File: src/hw/rtl/uvs_pkg.sv
// Shared types and constants of the unique value stack.
`default_nettype none
package uvs_pkg;

    localparam int DEPTH_DEFAULT = 64;
    localparam int VALUE_W       = 32;
    localparam int MODE_W        = 2;
    localparam int STATUS_W      = 3;
    localparam int COUNT_OUT_W   = 7;

    // Request codes carried in the mode field.
    localparam logic [MODE_W-1:0] MODE_PUSH  = 2'd0;
    localparam logic [MODE_W-1:0] MODE_POP   = 2'd1;
    localparam logic [MODE_W-1:0] MODE_CLEAR = 2'd2;

    // Result status codes.
    localparam logic [STATUS_W-1:0] ST_PUSHED = 3'd0;
    localparam logic [STATUS_W-1:0] ST_DUP    = 3'd1;
    localparam logic [STATUS_W-1:0] ST_FULL   = 3'd2;
    localparam logic [STATUS_W-1:0] ST_POPPED = 3'd3;
    localparam logic [STATUS_W-1:0] ST_EMPTY  = 3'd4;

    // Command broadcast to every cell of the chain.
    typedef enum logic [1:0] {
        CELL_HOLD,
        CELL_PUSH,
        CELL_POP,
        CELL_CLEAR
    } cell_op_t;

    typedef struct packed {
        cell_op_t              op;
        logic [VALUE_W-1:0]    probe;
    } cell_cmd_t;

endpackage
`default_nettype wire

File: src/hw/rtl/uvs_cell.sv
// One stack cell: holds an entry, shifts with its neighbors, compares with the probe.
`default_nettype none
module uvs_cell (
    input  wire logic                       aclk,
    input  wire logic                       aresetn,
    input  wire uvs_pkg::cell_cmd_t         cmd,
    input  wire logic [uvs_pkg::VALUE_W-1:0] above_data,
    input  wire logic                       above_valid,
    input  wire logic [uvs_pkg::VALUE_W-1:0] below_data,
    input  wire logic                       below_valid,
    output logic      [uvs_pkg::VALUE_W-1:0] data,
    output logic                            valid,
    output logic                            hit
);

    logic [uvs_pkg::VALUE_W-1:0] data_reg;
    logic                        valid_reg;
    logic                        hit_reg;

    // Entry payload needs no reset; the valid bit guards it.
    always_ff @(posedge aclk) begin
        unique case (cmd.op)
            uvs_pkg::CELL_PUSH: data_reg <= above_data;
            uvs_pkg::CELL_POP:  data_reg <= below_data;
            default:            data_reg <= data_reg;
        endcase
    end

    always_ff @(posedge aclk) begin
        if (!aresetn) begin
            valid_reg <= 1'b0;
            hit_reg   <= 1'b0;
        end else begin
            unique case (cmd.op)
                uvs_pkg::CELL_PUSH:  valid_reg <= above_valid;
                uvs_pkg::CELL_POP:   valid_reg <= below_valid;
                uvs_pkg::CELL_CLEAR: valid_reg <= 1'b0;
                default:             valid_reg <= valid_reg;
            endcase
            hit_reg <= valid_reg && (data_reg == cmd.probe);
        end
    end

    assign data  = data_reg;
    assign valid = valid_reg;
    assign hit   = hit_reg;

endmodule
`default_nettype wire

File: config.mk
export PLATFORM = sky130hd
export DESIGN_NAME = uvs_cell
export DESIGN_NICKNAME = d
export VERILOG_FILES = /design/src/hw/rtl/uvs_pkg.sv /design/src/hw/rtl/uvs_cell.sv
export SDC_FILE = /design/constraint.sdc
export NUM_CORES = 1
export LEC_CHECK = 0
export ABC_AREA = 1
export BUFFER_PORTS_ARGS = -buffer_cell sky130_fd_sc_hd__buf_2
export CORE_ASPECT_RATIO = 1.25
export CORE_MARGIN = 3
export CORE_UTILIZATION = 47
export DETAILED_ROUTE_END_ITERATION = 16
export HOLD_SLACK_MARGIN = 0.08
export PLACE_DENSITY_LB_ADDON = 0.08
export SETUP_SLACK_MARGIN = 0.5
export SYNTH_ARGS = -nofsm -noshare
export SYNTH_HDL_FRONTEND = slang
export SYNTH_SLANG_ARGS = --single-unit
File: constraint.sdc
create_clock -name aclk -period 4.4 [get_ports aclk]
set_input_delay 0.44 -clock aclk [delete_from_list [all_inputs] [get_ports aclk]]
set_output_delay 0.44 -clock aclk [all_outputs]
set_load 0.01 [all_outputs]
-- Word-level counts from Yosys, hierarchy flattened
Cells that the tools add are included.
- add/sub/neg operators: 0
- multipliers: 0
- divide/modulo/power cells: 0
- $lt $le $gt $ge: 0
- equality and inequality tests: 4
- shifts and indexed selects: 0
- multiplexer cells: 2
- bitwise gates (word level): 0
- reduce and logical (&&, ||, !) cells: 3
- operators by type and width (kind ; count):
    case mux 32 bit (2 select lines) ; 1
    == test 32 bit ; 1
    == test 2 bit, second input constant ; 2
    case mux 1 bit (3 select lines) ; 1
    nonzero test 3 bit ; 1
    == test 2 x 1 -> 1 bit, second input constant ; 1
    nonzero test 2 bit ; 1
    logical AND 1 bit ; 1
- register bits: 34
- latch bits: 0
- memory bits (writable): 0
- bits in read-only memories: 0
- output and inout port bits: 34
- logic and storage cells: 12
- memories: 0

-- Longest topological paths before layout
Gate-level depths: netlist of the first run.
- word-level depth: 2
- depth in mapped cells: 8
- gate-level depth less buffers: 8

-- Worst setup path before layout of the first run
OpenSTA, ideal clock, no wires.
- path kind: input-to-reg
- start point: input port cmd[32] in the netlist's numbering
- end point: register data_reg (netlist bit data[0]) (enable)
- setup time: 0.388 ns
- arrival: 1.366 ns
- path slack: 2.646 ns
- stages: 2
- path buffers: 0
- path through: inv_1 > ha_1
- word-level cells in the longest chain between the ends: 2
- RTL lines (what ; line ; RTL):
    from (decl) ; uvs_cell.sv:6 ; input wire uvs_pkg::cell_cmd_t cmd,
    == test 2 bit / == test 2 x 1 -> 1 bit (equally long branches) ; uvs_cell.sv:22 ; unique case (cmd.op)
    nonzero test 2 bit (no line) (*) ; - ;
    to (signal assigned) ; uvs_cell.sv:23 ; uvs_pkg::CELL_PUSH: data_reg <= above_data;
    to (signal assigned) ; uvs_cell.sv:24 ; uvs_pkg::CELL_POP: data_reg <= below_data;
    to (signal assigned) ; uvs_cell.sv:25 ; default: data_reg <= data_reg;
    to (decl) ; uvs_cell.sv:16 ; logic [uvs_pkg::VALUE_W-1:0] data_reg;
Mark *: on every way between the ends. The rest lies on a longest branch, timed or not.
A chain may end at the register's enable or synchronous reset.

-- Worst setup path in the final report of the first run
- start point: input port cmd[32] in the netlist's numbering
- end point: register data_reg (netlist bit data[31]), data pin
- word-level cells in the longest chain between the ends: 2
- RTL lines (what ; line):
    == test 2 bit / == test 2 x 1 -> 1 bit (equally long branches) ; uvs_cell.sv:22
    case mux 32 bit (2 select lines) (*) ; uvs_cell.sv:22
Marked as above.

==> flow_metrics.env, run 1 <==
export IMPL_outcome="complete, no violations"
export IMPL_initial_core_util_pct=49.7
export IMPL_worstSetupStartpointType="input port"
export IMPL_port_buffers=135
export IMPL_maxCapViolations=0
export IMPL_fillers=397
export IMPL_tritoncts_clock_tree="yes"
export IMPL_h_tree_depth=2
export IMPL_hold_viol_final=0
export IMPL_dp_slack_ps=2130
export IMPL_crit_fanout=34
export IMPL_first_global_vias=1770
export IMPL_final_setup_skew_ps=7.15
export IMPL_synth_lib_cells_used_distinct=21
export IMPL_power_density_cell_area_mw_per_mm2=301
export IMPL_clock_tree_buffer_depth=2
export IMPL_dieHeight_um=82.7
export IMPL_hold_end="valid"
export IMPL_drcViolationCount=0
export IMPL_initialDrtViolationCount=60
export IMPL_avgRoutedWirePerCell_um=11.6
export IMPL_viasPerCell=4.43
export IMPL_antenna_violations_before_repair=0
export IMPL_fin_crit_ps=1970
export IMPL_grt_util_met2_pct=32.8
export IMPL_worst_r2r_cell_count=7
export IMPL_grt_start_max_net_pins=35
export IMPL_highest_achievable_clock_rate_ghz=0.507
export IMPL_route_final_wire_length_um=4880
export IMPL_p_int_mw=0.646
export IMPL_ys_seq_elements=34
export IMPL_grt_use_met1_pct=17.9
export IMPL_cts_made_buffers=5
export IMPL_ratio_of_cells_with_drive_above_1_in_the_final_layout_pct=49.3
export IMPL_post_dp_hpwl_um=4020
export IMPL_netSwitchingPower_mw=0.251
export IMPL_clock_tree_root="sky130_fd_sc_hd__clkbuf_8"
export IMPL_synth_seq_area_share_pct=45.2
export IMPL_post_synth_instance_area_mm2=0.00221
export IMPL_hold_path_class="in2reg"
export IMPL_seqPwrFrac_pct=48.7
export IMPL_required_ps=4420
export IMPL_grt_util_met3_pct=6.77
export IMPL_global_route_usage_total_pct=17.6
export IMPL_tightestPinTransition_ps=1120
export IMPL_crit_reg2reg_launch="data[10]"
export IMPL_globalRoute_busiestLayer="met2"
export IMPL_synth_yosys_warnings=0
export IMPL_drtAntennaViolNets=0
export IMPL_floorplan_die_width_um=67.4
export IMPL_synth_nets=328
export IMPL_post_cts_buffers=0
export IMPL_slew_headroom_pct=25.2
export IMPL_placeableCoreArea_mm2=0.00446
export IMPL_largest_register_ffs=32
export IMPL_clock_insertion_delay_worst_skew_ps=280
export IMPL_synthesis_area_per_instance_um2=9.93
export IMPL_cts_clk_slew_worst_paths_ps=70
export IMPL_finalCritPeriodShare_pct=44.8
export IMPL_p_sw_share_pct=28.0
export IMPL_report_final_setup_viol=0
export IMPL_post_synth_inst_count=223
export IMPL_ios=136
export IMPL_row_count=27
export IMPL_setup_ws_ps=2430
export IMPL_layout_nets=467
export IMPL_end_kind="flip-flop"
export IMPL_clockPowerShare_pct=23.8
export IMPL_cts_repair_resized=0
export IMPL_critical_path_reg2reg_endpoint="hit"
export IMPL_finalMaxSlewViolations=0
export IMPL_grt_overflow_total=0
export IMPL_tns_ps=0
export IMPL_grt_first_pass_wirelength_um=7250
export IMPL_worst_ir_drop_vdd_mv=0.189
export IMPL_pwr_share_comb_pct=27.5
export IMPL_tritoncts_num_sinks=34
export IMPL_drt_pass1_iter_count=4
export IMPL_p_leak_nw=1.63
export IMPL_multi_input_comb_area_um2=980
export IMPL_num_vias=1867
export IMPL_worst_hold_path_num_cells=3
export IMPL_rsz0062_at_grt="no"
export IMPL_fp_dieArea_mm2=0.00558
export IMPL_hold_path_startpoint="aresetn"
export IMPL_regArea_mm2=0.00100
export IMPL_worst_endpoint_arrival_ps=1990
export IMPL_diodes=0
export IMPL_r2r_slack_ps=3310
export IMPL_worst_setup_path_type="in2reg"
export IMPL_hold_buffers=0
export IMPL_area_growth_synth_to_final_pct=34.7
export IMPL_gp_congestion=0.780
[worst max-delay path by stage]
stage / cells after the start / slack [ps] / end / startpoint
floorplan: 2 / 2650 / data[0] / cmd[32]
global placement: 4 / 2150 / data[31] / cmd[32]
detailed placement: 4 / 2130 / data[25] / cmd[32]
CTS: 4 / 2420 / data[31] / cmd[32]
global route: 4 / 2350 / data[31] / cmd[32]
finish: 4 / 2430 / data[31] / cmd[32]
[cell usage in the layout (no fill, tap or decap)]
master,Yosys,routed
sky130_fd_sc_hd__a21oi_1,1,1
sky130_fd_sc_hd__a22oi_2,1,1
sky130_fd_sc_hd__buf_2,0,135
sky130_fd_sc_hd__buf_4,0,1
sky130_fd_sc_hd__clkbuf_1,0,1
sky130_fd_sc_hd__clkbuf_8,0,5
sky130_fd_sc_hd__clkinv_1,0,1
sky130_fd_sc_hd__clkinv_2,0,1
sky130_fd_sc_hd__dfxtp_1,2,2
sky130_fd_sc_hd__edfxtp_1,32,32
sky130_fd_sc_hd__ha_1,3,2
sky130_fd_sc_hd__ha_2,0,1
sky130_fd_sc_hd__inv_1,44,44
sky130_fd_sc_hd__mux2_2,4,4
sky130_fd_sc_hd__mux2_4,28,28
sky130_fd_sc_hd__nand2_1,64,64
sky130_fd_sc_hd__nand3_1,3,3
sky130_fd_sc_hd__nand4_1,1,1
sky130_fd_sc_hd__nor2_1,18,18
sky130_fd_sc_hd__nor2_4,1,1
sky130_fd_sc_hd__nor3_1,1,1
sky130_fd_sc_hd__o211ai_1,1,1
sky130_fd_sc_hd__o21ai_0,6,6
sky130_fd_sc_hd__or2_2,2,2
sky130_fd_sc_hd__xnor2_1,4,4
sky130_fd_sc_hd__xor2_1,3,3
[layer usage]
layer | wire length (µm) | share of wire (%)
met1 | 1790 | 37
met2 | 2590 | 53
met3 | 472 | 9.7
met4 | 26 | 0.53
met5 | 0 | 0
[logic make-up (layout without fill, tap and decap cells)]
| logic type | Yosys count | after routing | share of synthesized area, % |
|---|---|---|---|
| AND/OR/NAND/NOR | 90 | 90 | 16.2 |
| flip-flops | 34 | 34 | 45.2 |
| XOR/XNOR | 7 | 7 | 2.77 |
| adder cells (fa/ha/maj) | 3 | 3 | 1.70 |
| multiplexers | 32 | 32 | 21.0 |
| AO/OA/AOI/OAI | 9 | 9 | 2.49 |
| buffers and inverters | 48 | 188 | 10.7 |
[power by group through the flow]
stage | Combinational (mW) | Clock, mW | Sequential (mW)
finish | 0.247 | 0.214 | 0.437
global route | 0.280 | 0.236 | 0.443
CTS | 0.252 | 0.225 | 0.437
detailed placement | 0.251 | 0 | 0.444
global placement | 0.246 | 0 | 0.443
floorplan | 0.123 | 0 | 0.465
[cell usage after synthesis, drive strengths merged]
library cell	instances	area share (%)
nor2	19	3.6
o211ai	1	0.34
nand3	3	0.68
a21oi	1	0.23
mux2	32	21
edfxtp	32	43
dfxtp	2	1.8
xor2	3	1.2
nand4	1	0.28
nand2	64	11
buf	4	3.2
a22oi	1	0.56
nor3	1	0.23
inv	44	7.5
or2	2	0.56
ha	3	1.7
o21ai	6	1.4
xnor2	4	1.6
[worst max-delay path, cell delays in order]
cell and delay, ps:
sky130_fd_sc_hd__buf_2 110, sky130_fd_sc_hd__inv_1 70, sky130_fd_sc_hd__ha_2 940, sky130_fd_sc_hd__mux2_2 430
[per-stage QoR]
| stage | area [µm²] | std cells | hold slack [ps] | utilization [%] | power [mW] |
|---|---|---|---|---|---|
| after floorplan | 2210 | 223 | 567 | - | 0.588 |
| after global placement | 2900 | 413 | 550 | 65.1 | 0.689 |
| after detailed placement | 2900 | 413 | 582 | 65.1 | 0.695 |
| after CTS | 2980 | 421 | 428 | 66.9 | 0.914 |
| after global routing | 2980 | 421 | 438 | 66.9 | 0.960 |
| final | 2980 | 421 | 444 | 66.9 | 0.898 |
[layout make-up]
cell class                      instances  share of cell area (%)
Inverter                               44                    5.54
Sequential cell                        34                    33.6
Clock inverter                          2                   0.294
Clock buffer                            6                    2.43
Timing Repair Buffer                  136                    22.9
Multi-Input combinational cell        141                    32.8
Tap cell                               58                    2.43
(Power assumes the default switching activity.)
==> run 2, diff against run 1 <==
- CORE_UTILIZATION: 47 -> 43
- clock period: 4.4 -> 1.9 ns (I/O delays scaled with it)
==> run 2 against run 1 <==
  * Die area increased by 8.5%
  * Sequential share of layout area decreased by 0.65 points
  * Sequential power increased by 130%
  * First-iteration DRC count increased by 3.3%
  * Sequential cell count unchanged
  * Routed wire length increased by 7.9%
  * Non-clock buffer count increased by 2
  * Critical path type is now reg2reg
  * Largest cell class unchanged
==> flow_metrics.env, run 2 (same netlist as run 1, synthesis figures left out) <==
export IMPL_hold_path_class="in2reg"
export IMPL_drcViolationCount=0
export IMPL_placeableCoreArea_mm2=0.00487
export IMPL_largest_register_ffs=32
export IMPL_initialDrtViolationCount=62
export IMPL_post_dp_hpwl_um=4320
export IMPL_antenna_violations_before_repair=0
export IMPL_report_final_setup_viol=0
export IMPL_port_buffers=135
export IMPL_initial_core_util_pct=45.5
export IMPL_dieHeight_um=86.2
export IMPL_ios=136
export IMPL_gp_congestion=0.789
export IMPL_dp_slack_ps=464
export IMPL_worst_ir_drop_vdd_mv=0.540
export IMPL_fp_dieArea_mm2=0.00605
export IMPL_fin_crit_ps=1140
export IMPL_seqPwrFrac_pct=47.1
export IMPL_clock_tree_root="sky130_fd_sc_hd__clkbuf_8"
export IMPL_required_ps=2130
export IMPL_row_count=28
export IMPL_drt_pass1_iter_count=4
export IMPL_tightestPinTransition_ps=209
export IMPL_ratio_of_cells_with_drive_above_1_in_the_final_layout_pct=50.4
export IMPL_power_mw=2.16
export IMPL_power_density_cell_area_mw_per_mm2=710
export IMPL_worst_setup_path_type="reg2reg"
export IMPL_maxCapViolations=0
export IMPL_grt_first_pass_wirelength_um=8230
export IMPL_grt_start_max_net_pins=33
export IMPL_slew_headroom_pct=86.1
export IMPL_area_growth_synth_to_final_pct=37.3
export IMPL_hold_buffers=0
export IMPL_pwr_share_comb_pct=27.1
export IMPL_p_leak_nw=1.65
export IMPL_p_sw_share_pct=28.4
export IMPL_first_global_vias=1896
export IMPL_clock_tree_buffer_depth=2
export IMPL_tns_ps=0
export IMPL_finalMaxSlewViolations=0
export IMPL_finalCritPeriodShare_pct=59.9
export IMPL_mostFrequentLayoutCells="sky130_fd_sc_hd__buf_2, sky130_fd_sc_hd__nand2_1, sky130_fd_sc_hd__inv_1"
export IMPL_final_setup_skew_ps=3.49
export IMPL_cts_repair_resized=0
export IMPL_floorplan_die_width_um=70.2
export IMPL_diodes=0
export IMPL_layout_cells_most_common="sky130_fd_sc_hd__buf_2"
export IMPL_hold_viol_final=0
export IMPL_num_vias=1909
export IMPL_route_final_wire_length_um=5270
export IMPL_global_route_usage_total_pct=17.4
export IMPL_avgRoutedWirePerCell_um=12.4
export IMPL_clock_insertion_delay_worst_skew_ps=280
export IMPL_post_cts_buffers=0
export IMPL_h_tree_depth=2
export IMPL_netSwitchingPower_mw=0.614
export IMPL_setup_ws_ps=762
export IMPL_drtAntennaViolNets=0
export IMPL_crit_fanout=3
export IMPL_cts_made_buffers=5
export IMPL_highest_achievable_clock_rate_ghz=0.878
export IMPL_worst_endpoint_arrival_ps=1370
export IMPL_viasPerCell=4.49
export IMPL_tritoncts_clock_tree="yes"
export IMPL_tritoncts_num_sinks=34
export IMPL_cts_clk_slew_worst_paths_ps=70
export IMPL_clockPowerShare_pct=25.8
export IMPL_rsz0062_at_grt="no"
export IMPL_worstSetupStartpointType="flip-flop"
export IMPL_outcome="complete, no violations"
export IMPL_end_kind="flip-flop"
export IMPL_layout_nets=469
export IMPL_p_int_mw=1.54
export IMPL_grt_overflow_total=0
run 2: cell type report:
class | instances | area [µm²]
sequential | 34 | 1000
clock inverter | 2 | 12.5
inverter | 44 | 165
fill | 429 | 1830
timing repair buffer | 138 | 723
tap | 60 | 75.1
clock buffer | 6 | 82.6
multi-input combinational | 141 | 982
run 2: power by group through the flow:
stage	Clock (mW)	Combinational [mW]	Sequential [mW]
5_1_grt	0.611	0.649	1.03
6_report	0.556	0.586	1.02
3_5_place_dp	0	0.593	1.03
3_3_place_gp	0	0.583	1.03
4_1_cts	0.572	0.596	1.02
2_1_floorplan	0	0.286	1.08
run 2: critical path: stages, from the launching register on:
cell,delay [ps]
sky130_fd_sc_hd__edfxtp_1,420
sky130_fd_sc_hd__nand2_1,90
sky130_fd_sc_hd__nand2_1,50
sky130_fd_sc_hd__nor2_1,120
sky130_fd_sc_hd__nand2_1,70
sky130_fd_sc_hd__nor2_1,130
sky130_fd_sc_hd__nand3_1,100
sky130_fd_sc_hd__nor2_1,90
run 2: per-layer routing:
metal,GRT usage (%),vias up,part of all wire (%)
li1,-,989,-
met1,19.7,829,38
met2,30.1,83,51
met3,6.38,8,9.7
met4,6.27,0,1.4
met5,0,-,0
run 2: path summary, 6_finish.rpt:
| check | slack, ps | cells after the start | endpoint | from |
|---|---|---|---|---|
| max | 760 | 7 | hit | data[8] |
| min | 190 | 3 | valid | aresetn |
| max reg2reg | 760 | 7 | hit | data[8] |
| min reg2reg | 610 | 2 | valid | valid |
run 2: through the flow:
step / cell area, µm² / cells / hold WS (ps) / util (%)
2_1_floorplan: 2220 / 223 / 328 / -
3_3_place_gp: 2950 / 417 / 456 / 60.5
3_5_place_dp: 2950 / 417 / 469 / 60.5
4_1_cts: 3040 / 425 / 170 / 62.5
5_1_grt: 3040 / 425 / 168 / 62.5
6_report: 3040 / 425 / 186 / 62.5
